### config.mk
export PLATFORM = sky130hd
export DESIGN_NAME = ttg_queue
export DESIGN_NICKNAME = d
export VERILOG_FILES = /design/src/hw/rtl/ttg_pkg.sv /design/src/hw/rtl/ttg_queue.sv
export SDC_FILE = /design/constraint.sdc
export NUM_CORES = 1
export LEC_CHECK = 0
export ABC_AREA = 1
export ABC_CLOCK_PERIOD_IN_PS = 6700
export BUFFER_PORTS_ARGS = -buffer_cell sky130_fd_sc_hd__buf_4
export CAP_MARGIN = 0
export CORE_ASPECT_RATIO = 1.1
export CORE_MARGIN = 2
export CORE_UTILIZATION = 45
export CTS_CLUSTER_DIAMETER = 60
export DETAILED_ROUTE_END_ITERATION = 10
export HOLD_SLACK_MARGIN = 0.03
export PLACE_DENSITY = 0.75
export SLEW_MARGIN = 20
export SYNTH_ARGS = -nofsm -noshare
export SYNTH_HDL_FRONTEND = slang
export SYNTH_SLANG_ARGS = --single-unit
### constraint.sdc
create_clock -name clk -period 6.7 [get_ports clk]
set_input_delay 0.335 -clock clk [delete_from_list [all_inputs] [get_ports clk]]
set_output_delay 0.335 -clock clk [all_outputs]
set_load 0.02 [all_outputs]
### src/hw/rtl/ttg_pkg.sv
// ttg_pkg: shared types, constants and helper functions of the tangent generator
// used by every module under hw/rtl; depends on nothing
`default_nettype none

package ttg_pkg;

  // fixed point constants
  localparam logic signed [31:0] ONE_Q30     = 32'sh4000_0000;
  localparam logic signed [31:0] NEG_ONE_Q30 = -32'sh4000_0000;
  localparam int FIT_BITS   = 31;
  localparam int CORNERS    = 3;
  localparam int SQRT_STEPS = 32;
  localparam int DIV_STEPS  = 31;
  localparam int Q_DEPTH    = 4;
  localparam int Q_PTR_W    = 2;

  typedef logic signed [30:0] q30_t;
  typedef logic signed [31:0] nrm_t;

  // input word: one triangle corner
  typedef struct packed {
    logic [15:0]        vertex_index;
    logic signed [31:0] pos_x;
    logic signed [31:0] pos_y;
    logic signed [31:0] pos_z;
    logic signed [31:0] nrm_x;
    logic signed [31:0] nrm_y;
    logic signed [31:0] nrm_z;
    logic signed [31:0] tex_u;
    logic signed [31:0] tex_v;
  } in_word_t;

  // output word: one tangent
  typedef struct packed {
    logic [15:0]        out_index;
    logic signed [31:0] tan_x;
    logic signed [31:0] tan_y;
    logic signed [31:0] tan_z;
    logic               degenerate;
    logic               last_of_triangle;
  } out_word_t;

  // one projection job from front to back
  typedef struct packed {
    logic [15:0] index;
    q30_t        tx;
    q30_t        ty;
    q30_t        tz;
    nrm_t        nx;
    nrm_t        ny;
    nrm_t        nz;
    logic        det_zero;
    logic        last;
  } job_t;

  typedef struct packed {
    logic full;
    logic empty;
  } q_status_t;

  typedef enum logic [2:0] {
    F_IDLE, F_SQUEEZE, F_MUL, F_DIFF, F_NEG, F_TSQUEEZE, F_PUSH
  } front_state_t;

  typedef enum logic [3:0] {
    B_IDLE, B_DOT_MUL, B_DOT_SUM, B_PROJ_MUL, B_PROJ, B_SQZ_CALC, B_SQZ,
    B_SQUARE, B_SUM, B_SQRT, B_DIV_INIT, B_DIV, B_DONE
  } back_state_t;

  // signed bit length of a value
  function automatic logic [6:0] sig_len(input logic signed [63:0] x);
    logic [6:0] len;
    len = 7'd1;
    for (int i = 0; i < 63; i++) begin
      if (x[i] != x[63]) len = 7'(i + 2);
    end
    return len;
  endfunction

  // smallest floor shift that brings x into [-2^30, 2^30)
  function automatic logic [5:0] fit_shift(input logic signed [63:0] x);
    logic [6:0] len;
    len = sig_len(x);
    return (len > 7'(FIT_BITS)) ? 6'(len - 7'(FIT_BITS)) : 6'd0;
  endfunction

  function automatic logic [5:0] max6(input logic [5:0] a, input logic [5:0] b);
    return (a > b) ? a : b;
  endfunction

  // clamp a normal component to +-1.0
  function automatic nrm_t sat_normal(input logic signed [31:0] x);
    nrm_t r;
    r = x;
    if (x > ONE_Q30) r = ONE_Q30;
    if (x < NEG_ONE_Q30) r = NEG_ONE_Q30;
    return r;
  endfunction

endpackage

`default_nettype wire

### src/hw/rtl/ttg_queue.sv
// ttg_queue: short job queue between front and back
// depends on ttg_pkg
`default_nettype none

module ttg_queue import ttg_pkg::*; (
  input  logic      clk,
  input  logic      rst,
  input  logic      push,
  input  job_t      push_job,
  input  logic      pop,
  output job_t      pop_job,
  output q_status_t status
);

  job_t entry [Q_DEPTH];
  logic [Q_PTR_W-1:0] wptr, rptr;
  logic [Q_PTR_W:0]   count;

  assign pop_job      = entry[rptr];
  assign status.full  = (count == (Q_PTR_W + 1)'(Q_DEPTH));
  assign status.empty = (count == '0);

  // pointers and fill count
  always_ff @(posedge clk) begin
    if (rst) begin
      wptr  <= '0;
      rptr  <= '0;
      count <= '0;
    end else begin
      if (push) wptr <= wptr + 1'b1;
      if (pop) rptr <= rptr + 1'b1;
      case ({push, pop})
        2'b10:   count <= count + 1'b1;
        2'b01:   count <= count - 1'b1;
        default: ;
      endcase
    end
  end

  // storage
  always_ff @(posedge clk) begin
    if (push) entry[wptr] <= push_job;
  end

endmodule

`default_nettype wire

==> metrics.yaml <==
critical_path:
  worst_ep_arrival_time_ns: 3.52
  criticalPathCategory: "flop to output port"
  kind_of_start_point_of_the_critical_path: "flop"
  worst_ep_required_time_ns: 6.36
  critical_path_peak_fanout: 87
  setup.worst_path.end_class: "output port"
  regToRegStartpoint: "wptr[0]"
placement:
  port-buffer-count: 419
  globalplace.congestion: 0.7569
  detailed_place_hpwl_um: 40180
  count_of_placed_standard_cells_including_taps: 3276
synth:
  syn-mean-instance-area_um2: 15.03
  post_synthesis_share_of_cell_area_spent_on_and_or_nand_and_nor_gates: 0.05235
  synth-compound-area-share: 0.1106
  synth.ff_latch_count: 837
  post_synth_num_cell_types: 21
  postSynthNetCount: 2276
  ys_warn_count: 0
  yosys.area_share.adder: 0.002668
  combinational_family_with_the_most_area_after_synthesis: "compound AO/OA/AOI/OAI gates"
  post_synth_inst_count: 2059
  synth.mux.area_fraction: 0
  ys_seq_area_frac: 0.8091
  post_synth_xor_area_fraction: 0
  mapped_area_um2: 30950
floorplanning:
  die_width_um: 254.1
  design.die.area_um2: 70900
  die_h_um: 279.1
  row_count: 100
  floorplan.core_area_um2: 67820
  initial_utilization: 0.4564
  ports_placed_on_the_boundary: 420
drt:
  detailedRoute.firstIterationViolations: 1834
  num_vias: 20200
  antenna_violating_nets_post_route: 0
  drt-total-wl_um: 77290
  viasPerCell: 5.542
  drc: 0
  drt_pre_antenna_iters: 7
  wl_per_cell_um: 21.20
power_and_ir_drop:
  leakagePower_nw: 13.82
  p_per_area_nw_per_um2: 307.0
  vdd_ir_drop_max_mv: 0.2604
layout:
  mostFrequentLayoutCells: "edfxtp_1, buf_4, nor2_1"
  syn2layout_area_growth_pct: 28.23
  final_nets: 2870
  final_cells: 3645
  num-fill-cells: 4942
  final_layout_size_suffix_gt1_frac: 0.2085
  layout.cells.most_common: "edfxtp_1"
global_routing:
  antenna_violations_before_repair: 13
  gr-usage-all-layers: 0.2136
  grt_pass1_wl_um: 116800
  grt_max_degree: 140
  grt_remaining_overflow: 0
  grt_pass1_vias: 21110
clocking:
  htree_levels: 3
  cts_resized: 0
  clock-sinks: 837
  cts-root-buf: "clkbuf_16"
  tritoncts: "done"
  tritoncts.num_buffers: 83
  worst_skew_pair.late_latency_ns: 0.63
  clk_path_buf_depth: 3
  clk_transition_reported_paths_ns: 0.06
sta:
  fin_tns_setup_ns: 0
  grt_setup_unrepaired: "false"
  period_minus_slack_ns: 3.851
  slew_headroom: 0.2617
  worst-slew-pin-transition_ns: 1.108
  final_hold_viol_count: 0
  fin_crit_sh: 0.5748
  final-max-slew-violation-count: 0
  max_freq_mhz: 259.6
  final_setup_vio_count: 0
  fin_skew_ns: 0.03259
flow_run:
  max-cap-violations: 0
worst_hold_path:
  hold_start: "push"
  hp-class: "input port to flop"
run_status:
  status: "completed"
[flip-flops by register name, indices dropped and copies added (netlist names), named ones only]
register / cells
count: 3
entry: 828
rptr: 2
wptr: 2
[cell type report]
class                      count  area [µm²]  share of cell area
sequential                   837       25050              0.6312
clock inverter                50       594.3             0.01497
clock buffer                 101        2197             0.05535
antenna                        8       20.02           0.0005044
multi-input combinational   1068        5125              0.1291
timing repair buffer         645        5438              0.1370
tap                          918        1149             0.02894
inverter                      18       117.6            0.002963
[timing repair]
item                      CTS  global route
hold buffers              210             0
buffers inserted            0             0
hold endpoints to repair  837             0
[cell usage after synthesis, drive strengths merged]
master    n  area, µm²
buf      69      447.9
nand2     9      33.78
ha        5      62.56
nand3     1      5.000
edfxtp  828      24860
nand4     1      6.260
nor2    417       1565
nor3      2      10.01
a21oi     5      25.02
o21ai   420       2102
dfxtp     9      180.2
fa        1      20.02
clkbuf   67      264.0
o22ai   207       1295
inv      18      72.57
[metrics by stage]
| step | setup slack, ns | power, W | utilization | hold WS (ns) | area (µm²) |
|---|---|---|---|---|---|
| global placement | 3.413 | 0.007404 | 0.5124 | 0.4290 | 34750 |
| CTS | 2.922 | 0.01222 | 0.5850 | 0.04296 | 39670 |
| global route | 2.671 | 0.01256 | 0.5853 | 0.07580 | 39690 |
| finish | 2.849 | 0.01218 | 0.5853 | 0.08733 | 39690 |
| detailed placement | 3.596 | 0.007451 | 0.5128 | 0.4359 | 34780 |
| floorplan | 1.580 | 0.006866 | - | 0.4116 | 30950 |
[power breakdown]
part | switching (W) | total [W] | internal (W) | leakage (nW)
registers | 0.0000599 | 0.00605 | 0.00599 | 7.68
logic | 0.000896 | 0.00142 | 0.000523 | 4.79
clock network | 0.00196 | 0.00471 | 0.00275 | 1.35
[worst max-delay path: stages (launching register included)]
cell and delay, ns:
dfxtp_4 0.47, buf_4 0.65, buf_4 0.81, o21ai_0 0.29, o22ai_1 0.29, buf_4 0.19
[kinds of logic after synthesis]
kind of cell / count (synthesis)
fa+ha+maj: 6
buf+inv: 154
simple gates: 430
flops: 837
compound gates: 632
[per-layer routing]
metal	track usage	vias to the layer above	wire, µm
li1	-	9009	-
met1	0.2472	10140	29260
met2	0.3718	856	39370
met3	0.05286	187	5869
met4	0.1002	10	2721
met5	0	-	67
[final timing paths]
kind                                endpoint  slack, ns  depth (start not counted)
worst max-delay path            pop_job[143]       2.85                          5
worst min-delay path                 wptr[1]       0.09                          3
worst max register to register  entry[2][49]       4.17                          5
worst min register to register          flop       0.45                          1
Power figures use the tool's default switching activity.
